===== src/rtl/dsd_pkg.sv =====
package dsd_pkg;

   localparam int VALUE_W = 32;

   typedef enum logic [0:0] {
      ST_INTAKE,
      ST_DRAIN
   } state_type;

   typedef struct packed {
      logic insert;
      logic pop;
   } cmd_type;

   typedef struct packed {
      logic count_one;
   } status_type;

endpackage


===== src/rtl/dsd_datapath.sv =====
module dsd_datapath #(
   parameter int CAPACITY = 16
) (
   input  logic                              clock,
   input  logic                              reset,
   input  dsd_pkg::cmd_type                  cmd,
   output dsd_pkg::status_type               status,
   input  logic signed [dsd_pkg::VALUE_W-1:0] req_value,
   output logic signed [dsd_pkg::VALUE_W-1:0] rsp_value,
   output logic                              rsp_last,
   output logic                              rsp_overflow
);
   import dsd_pkg::*;

   localparam int CNT_W = $clog2(CAPACITY + 1);

   logic signed [VALUE_W-1:0] cell_ff [CAPACITY];
   logic signed [VALUE_W-1:0] cell_in [CAPACITY];
   logic [CNT_W-1:0]          count_ff, count_in;
   logic                      dropped_ff, dropped_in;
   logic signed [VALUE_W-1:0] out_value_ff, out_value_in;
   logic                      out_last_ff, out_last_in;
   logic                      out_overflow_ff, out_overflow_in;

   logic [CAPACITY-1:0] valid;
   logic [CAPACITY-1:0] match;
   logic [CAPACITY-1:0] take;
   logic                any_match;
   logic                full;
   logic                do_insert;
   logic                count_one;

   always_comb begin
      for (int i = 0; i < CAPACITY; i++) begin
         valid[i] = CNT_W'(i) < count_ff;
         match[i] = valid[i] && (cell_ff[i] == req_value);
         take[i]  = !valid[i] || (cell_ff[i] < req_value);
      end
   end

   assign any_match = |match;
   assign full      = count_ff == CNT_W'(CAPACITY);
   assign do_insert = cmd.insert && !any_match && !full;
   assign count_one = count_ff == CNT_W'(1);
   assign status.count_one = count_one;

   always_comb begin
      for (int i = 0; i < CAPACITY; i++) begin
         cell_in[i] = cell_ff[i];
         if (do_insert && take[i]) begin
            if (i == 0) begin
               cell_in[i] = req_value;
            end else if (!take[i-1]) begin
               cell_in[i] = req_value;
            end else begin
               cell_in[i] = cell_ff[i-1];
            end
         end else if (cmd.pop && i < CAPACITY - 1) begin
            cell_in[i] = cell_ff[i+1];
         end
      end
   end

   always_comb begin
      count_in        = count_ff;
      dropped_in      = dropped_ff;
      out_value_in    = out_value_ff;
      out_last_in     = out_last_ff;
      out_overflow_in = out_overflow_ff;
      if (cmd.insert) begin
         if (do_insert) begin
            count_in = count_ff + CNT_W'(1);
         end else if (!any_match) begin
            dropped_in = 1'b1;
         end
      end else if (cmd.pop) begin
         out_value_in    = cell_ff[0];
         out_last_in     = count_one;
         out_overflow_in = dropped_ff;
         count_in        = count_ff - CNT_W'(1);
         if (count_one) begin
            dropped_in = 1'b0;
         end
      end
   end

   always_ff @(posedge clock) begin
      if (reset) begin
         count_ff   <= '0;
         dropped_ff <= 1'b0;
      end else begin
         count_ff   <= count_in;
         dropped_ff <= dropped_in;
      end
   end

   always_ff @(posedge clock) begin
      for (int i = 0; i < CAPACITY; i++) begin
         cell_ff[i] <= cell_in[i];
      end
      out_value_ff    <= out_value_in;
      out_last_ff     <= out_last_in;
      out_overflow_ff <= out_overflow_in;
   end

   assign rsp_value    = out_value_ff;
   assign rsp_last     = out_last_ff;
   assign rsp_overflow = out_overflow_ff;

endmodule


===== src/rtl/dsd_controller.sv =====
module dsd_controller (
   input  logic                clock,
   input  logic                reset,
   input  logic                req_tvalid,
   output logic                req_tready,
   input  logic                req_tlast,
   output logic                rsp_tvalid,
   input  logic                rsp_tready,
   output dsd_pkg::cmd_type    cmd,
   input  dsd_pkg::status_type status
);
   import dsd_pkg::*;

   state_type state_ff, state_in;
   logic      rsp_valid_ff, rsp_valid_in;
   logic      accept;

   assign accept = req_tvalid && req_tready;

   always_comb begin
      state_in = state_ff;
      case (state_ff)
         ST_INTAKE: begin
            if (accept && req_tlast) begin
               state_in = ST_DRAIN;
            end
         end
         ST_DRAIN: begin
            if (cmd.pop && status.count_one) begin
               state_in = ST_INTAKE;
            end
         end
         default: state_in = ST_INTAKE;
      endcase
   end

   always_comb begin
      req_tready = 1'b0;
      cmd.insert = 1'b0;
      cmd.pop    = 1'b0;
      case (state_ff)
         ST_INTAKE: begin
            req_tready = 1'b1;
            cmd.insert = req_tvalid;
         end
         ST_DRAIN: begin
            cmd.pop = !rsp_valid_ff || rsp_tready;
         end
         default: ;
      endcase
   end

   always_comb begin
      rsp_valid_in = rsp_valid_ff;
      if (cmd.pop) begin
         rsp_valid_in = 1'b1;
      end else if (rsp_tready) begin
         rsp_valid_in = 1'b0;
      end
   end

   always_ff @(posedge clock) begin
      if (reset) begin
         state_ff     <= ST_INTAKE;
         rsp_valid_ff <= 1'b0;
      end else begin
         state_ff     <= state_in;
         rsp_valid_ff <= rsp_valid_in;
      end
   end

   assign rsp_tvalid = rsp_valid_ff;

endmodule


===== src/rtl/dedup_sort_descending.sv =====
// Intake: one request per cycle; each value is compared against all stored cells and
// inserted into the sorted row in the same cycle.
// Drain: once the request marked tlast is accepted, the state register moves to drain and the
// first pop loads the output register, raising rsp_tvalid; then one result per cycle for each
// distinct value while rsp_tready is high, shifted from the row head; req_tready is low meanwhile.
// Reset: synchronous, active high; clears the count, overflow flag, state and rsp_tvalid.
module dedup_sort_descending #(
   parameter int CAPACITY = 16
) (
   input  logic        clock,
   input  logic        reset,
   input  logic        req_tvalid,
   output logic        req_tready,
   input  logic [31:0] req_tdata,   // [31:0] value
   input  logic        req_tlast,
   output logic        rsp_tvalid,
   input  logic        rsp_tready,
   output logic [31:0] rsp_tdata,   // [31:0] value_res
   output logic        rsp_tlast,
   output logic        rsp_tuser    // [0] overflow
);
   import dsd_pkg::*;

   cmd_type                   cmd;
   status_type                status;
   logic signed [VALUE_W-1:0] rsp_value;

   dsd_controller u_controller (
      .clock      (clock),
      .reset      (reset),
      .req_tvalid (req_tvalid),
      .req_tready (req_tready),
      .req_tlast  (req_tlast),
      .rsp_tvalid (rsp_tvalid),
      .rsp_tready (rsp_tready),
      .cmd        (cmd),
      .status     (status)
   );

   dsd_datapath #(
      .CAPACITY (CAPACITY)
   ) u_datapath (
      .clock        (clock),
      .reset        (reset),
      .cmd          (cmd),
      .status       (status),
      .req_value    (signed'(req_tdata)),
      .rsp_value    (rsp_value),
      .rsp_last     (rsp_tlast),
      .rsp_overflow (rsp_tuser)
   );

   assign rsp_tdata = unsigned'(rsp_value);

endmodule

===== config.mk =====
export PLATFORM = sky130hd
export DESIGN_NAME = dedup_sort_descending
export DESIGN_NICKNAME = d
export VERILOG_FILES = /design/src/rtl/dsd_pkg.sv /design/src/rtl/dsd_datapath.sv /design/src/rtl/dsd_controller.sv /design/src/rtl/dedup_sort_descending.sv
export SDC_FILE = /design/constraint.sdc
export NUM_CORES = 2
export LEC_CHECK = 0
export BUFFER_PORTS_ARGS = -buffer_cell sky130_fd_sc_hd__buf_2
export CORE_ASPECT_RATIO = 1.75
export CORE_MARGIN = 5
export CORE_UTILIZATION = 35
export CTS_CLUSTER_SIZE = 14
export DETAILED_ROUTE_END_ITERATION = 12
export GPL_TIMING_DRIVEN = 0
export HOLD_SLACK_MARGIN = 0.05
export PLACE_DENSITY = 0.59
export SETUP_SLACK_MARGIN = 0.2
export SYNTH_ARGS = -nofsm -noshare
export SYNTH_HDL_FRONTEND = slang
export SYNTH_SLANG_ARGS = --single-unit

===== constraint.sdc =====
create_clock -name clock -period 7.8 [get_ports clock]
set_input_delay 0 -clock clock [delete_from_list [all_inputs] [get_ports clock]]
set_output_delay 0 -clock clock [all_outputs]
set_load 0.02 [all_outputs]

==> results.json <==
{
  "start_util": 0.352,
  "hold_viol": 0,
  "final_cell_area_um2": 44000,
  "grt_pass1_wl_um": 198000,
  "layout.nets": 4376,
  "cp_max_fo": 32,
  "tightest_slew_ns": 1.47,
  "max_freq_mhz": 158,
  "netlist.area_leader.share": 0.414,
  "maxSlewHeadroom": 0.00949,
  "rows": 163,
  "synth-main-ff-cell": "edfxtp_1",
  "clkLatencyLatePin_ns": 0.67,
  "setup.worst_path.start_class": "primary input",
  "hp-class": "in2reg",
  "via_per_inst": 5.68,
  "min_period_over_period": 0.810,
  "pwr-share-comb": 0.439,
  "portBuffers": 71,
  "cp_slowest_cell": "nor4_1",
  "drc": 0,
  "slew_viol_final": 0,
  "place_area_um2": 42000,
  "min_to": "u_datapath.cell_ff[4][0]",
  "r2r_end": "u_datapath.cell_ff[14][6]",
  "rsz0062_at_grt": "false",
  "ys_seq_area_frac": 0.418,
  "critPathKind": "in2reg",
  "ys_seq_elements": 554,
  "synth_area_um2": 39600,
  "antenna_found_initial": 1,
  "grt-ovfl-total": 0,
  "htree_levels": 2,
  "clockBufferDepth": 3,
  "violations": "capacitance limit",
  "ir_drop_mv": 0.189,
  "core_um2": 113000,
  "drt-initial-drc-count": 1675,
  "wire_per_inst_um": 25.8,
  "wirelength_um": 138000,
  "die_area_um2": 120000,
  "cp.required_ns": 7.99,
  "area.growth.synth_to_final_pct": 11.1,
  "r2r_cells": 12,
  "fin_worst_skew_ns": 0.0228,
  "postLayoutSetupSlackWorst_ns": 1.48,
  "dp_hpwl_um": 116000,
  "ys_types": 62,
  "cp_common_cell": "buf_6",
  "io_pins": 73,
  "maxCapViolCount": 1,
  "synth_edf_count": 546,
  "grt_pass1_vias": 32200,
  "dr.pass1.iters": 6,
  "cts_tree": "built",
  "gr-usage-all-layers": 0.220,
  "min_from": "req_tdata[0]",
  "hold_depth": 3,
  "switching_share": 0.407,
  "synthTopCellsByArea": "edfxtp_1, ha_1, mux2i_1",
  "synthCells": 3651,
  "critPathArrivalTime_ns": 6.51,
  "r2r_start": "u_datapath.cell_ff[5][31]",
  "setup_viol": 0,
  "pre_cts_ws_ns": 1.49,
  "leakagePower_uw": 0.0186,
  "syn_nets": 4204,
  "final_util": 0.391,
  "drive_gt1_frac": 0.0935,
  "cts.reportedPaths.clkPinSlew_ns": 0.07,
  "status": "finished with violations",
  "antenna_left": 0,
  "yosysWarnings": 0,
  "cts_root_buf": "clkbuf_16",
  "die_h_um": 455,
  "grt_max_degree": 33,
  "period_needed_ns": 6.32,
  "p_sw_uw": 5930,
  "reg2reg_slack_ns": 1.75,
  "path_cells": "dlygate4sd3_1 -> buf_2 -> inv_1 -> ha_1 -> nand4_1 -> nor4_1 -> nand3_1 -> o41ai_1 -> and4bb_4 -> and2_4 -> buf_6 -> buf_6 -> nand2_1 -> buf_4 -> nand2_2",
  "cp-end-kind": "flip-flop",
  "gp_congestion": 0.950,
  "power_density_nw_per_um2": 331,
  "dieWidth_um": 264,
  "seq_power_share": 0.385,
  "cts_setup_buffers": 0,
  "vias": 30400,
  "cts_sinks": 554,
  "numCtsBuffers": 54,
  "synth_largest_area_cell": "edfxtp_1",
  "p_clk_frac": 0.176,
  "async_flop_share": 0,
  "avgSynthCellArea_um2": 10.8,
  "power_report.internal_total_uw": 8630,
  "critical_path.max_stage_delay_ns": 1.13
}
[final cells by class]
| cell class | count | area [um^2] |
|---|---|---|
| Buffer | 231 | 967 |
| Clock buffer | 70 | 1480 |
| Multi-Input combinational cell | 2767 | 21800 |
| Clock inverter | 25 | 103 |
| Fill cell | 11200 | 68600 |
| Tap cell | 1485 | 1860 |
| Sequential cell | 554 | 16600 |
| Inverter | 99 | 372 |
| Antenna cell | 1 | 2.50 |
| Timing Repair Buffer | 116 | 886 |
[critical path: cells and delay by family]
| kind | cells | cell delay, ns |
|---|---|---|
| fa+ha+maj | 1 | 0.63 |
| simple gates | 7 | 3.08 |
| buf+inv | 6 | 1.84 |
| compound gates | 1 | 0.88 |
[layer usage]
metal,track usage,vias up,part of all wire
met5,0,-,0
met4,0.227,0,0.13
met3,0.0197,491,0.027
met2,0.426,868,0.53
met1,0.188,14500,0.31
li1,-,14500,-
[worst max-delay path by stage]
stage | endpoint | depth (start not counted) | start
global placement | u_datapath.cell_ff[8][5] | 10 | req_tdata[31]
floorplan | u_datapath.cell_ff[7][0] | 9 | u_datapath.cell_ff[7][26]
detailed placement | u_datapath.cell_ff[14][6] | 14 | req_tdata[31]
global route | u_datapath.cell_ff[14][4] | 15 | req_tdata[31]
finish | u_datapath.cell_ff[14][6] | 15 | req_tdata[31]
CTS | u_datapath.cell_ff[14][6] | 15 | req_tdata[31]
[per-stage QoR]
step | TNS [ns] | power [uW] | hold WS [ns] | instances
after global routing | 0 | 15400 | 0.131 | 5347
after floorplan | 0 | 9770 | 0.161 | 3651
after CTS | 0 | 14500 | 0.0630 | 5347
after global placement | -54.27 | 11800 | 0.261 | 5207
final | 0 | 14600 | 0.100 | 5348
after detailed placement | 0 | 12000 | 0.265 | 5214
[registers in the layout, summed over array words and instances (netlist names)]
| register | cells |
|---|---|
| u_datapath.rsp_value | 32 |
| u_controller.state_ff | 1 |
| u_datapath.rsp_overflow | 1 |
| u_datapath.count_ff | 5 |
| u_datapath.rsp_last | 1 |
| u_datapath.dropped_ff | 1 |
| u_datapath.cell_ff | 512 |
| u_controller.rsp_tvalid | 1 |
[cell usage after synthesis (6+ instances only)]
library cell  count
mux2_2          122
nor3_1           24
edfxtp_1        546
o21ai_0         116
ha_1            516
a221oi_1         14
nor4_1           14
dfxtp_1           8
nand4_1         126
nand2_1         128
nor2b_1          26
a211oi_1         14
inv_1            99
a21boi_0         15
buf_6             6
buf_1            43
buf_2            26
mux2i_1         432
a21oi_1         849
mux2_1            9
nand3_1          72
nor2_1           51
buf_4             6
nand2b_1         21
a211o_1           9
o31ai_1          35
a221o_1           7
and4_1            8
a21o_1           28
o211ai_1         20
clkbuf_1        150
and2_1           14
mux2_4           28
[cell families (layout without fill, tap and decap cells)]
kind of cell	after synthesis	in the layout	share of synthesized area
AOI/OAI and AO/OA	1146	1146	0.159
muxes	592	592	0.157
DFF	554	554	0.418
adders and majority gates	516	516	0.163
and+or+nand+nor	511	511	0.0684
buffers and inverters	330	541	0.0338
xor gates and xnor gates	2	2	0.000443
other	0	1	0
[power by group through the flow]
stage          Combinational (uW)  Sequential, uW  Clock [uW]
2_1_floorplan                4440            5330           0
3_3_place_gp                 6110            5650           0
3_5_place_dp                 6320            5650           0
4_1_cts                      6360            5590        2600
5_1_grt                      6950            5710        2700
6_report                     6390            5600        2570
[cell usage in the layout, fill, tap and decap left out, types with 97 or more instances in the layout]
master	count
nand2_1	127
ha_1	516
buf_2	97
nand4_1	126
edfxtp_1	546
mux2i_1	432
a21oi_1	849
clkbuf_1	163
mux2_2	122
o21ai_0	114
inv_1	98
[timing repair]
| item | CTS | global route |
|---|---|---|
| hold endpoints to repair | 163 | 0 |
| endpoints found under the setup margin | 0 | 0 |
| hold buffers | 38 | 0 |
| gates resized for setup | 0 | 0 |
No activity file was read; power rests on OpenSTA's default activity.
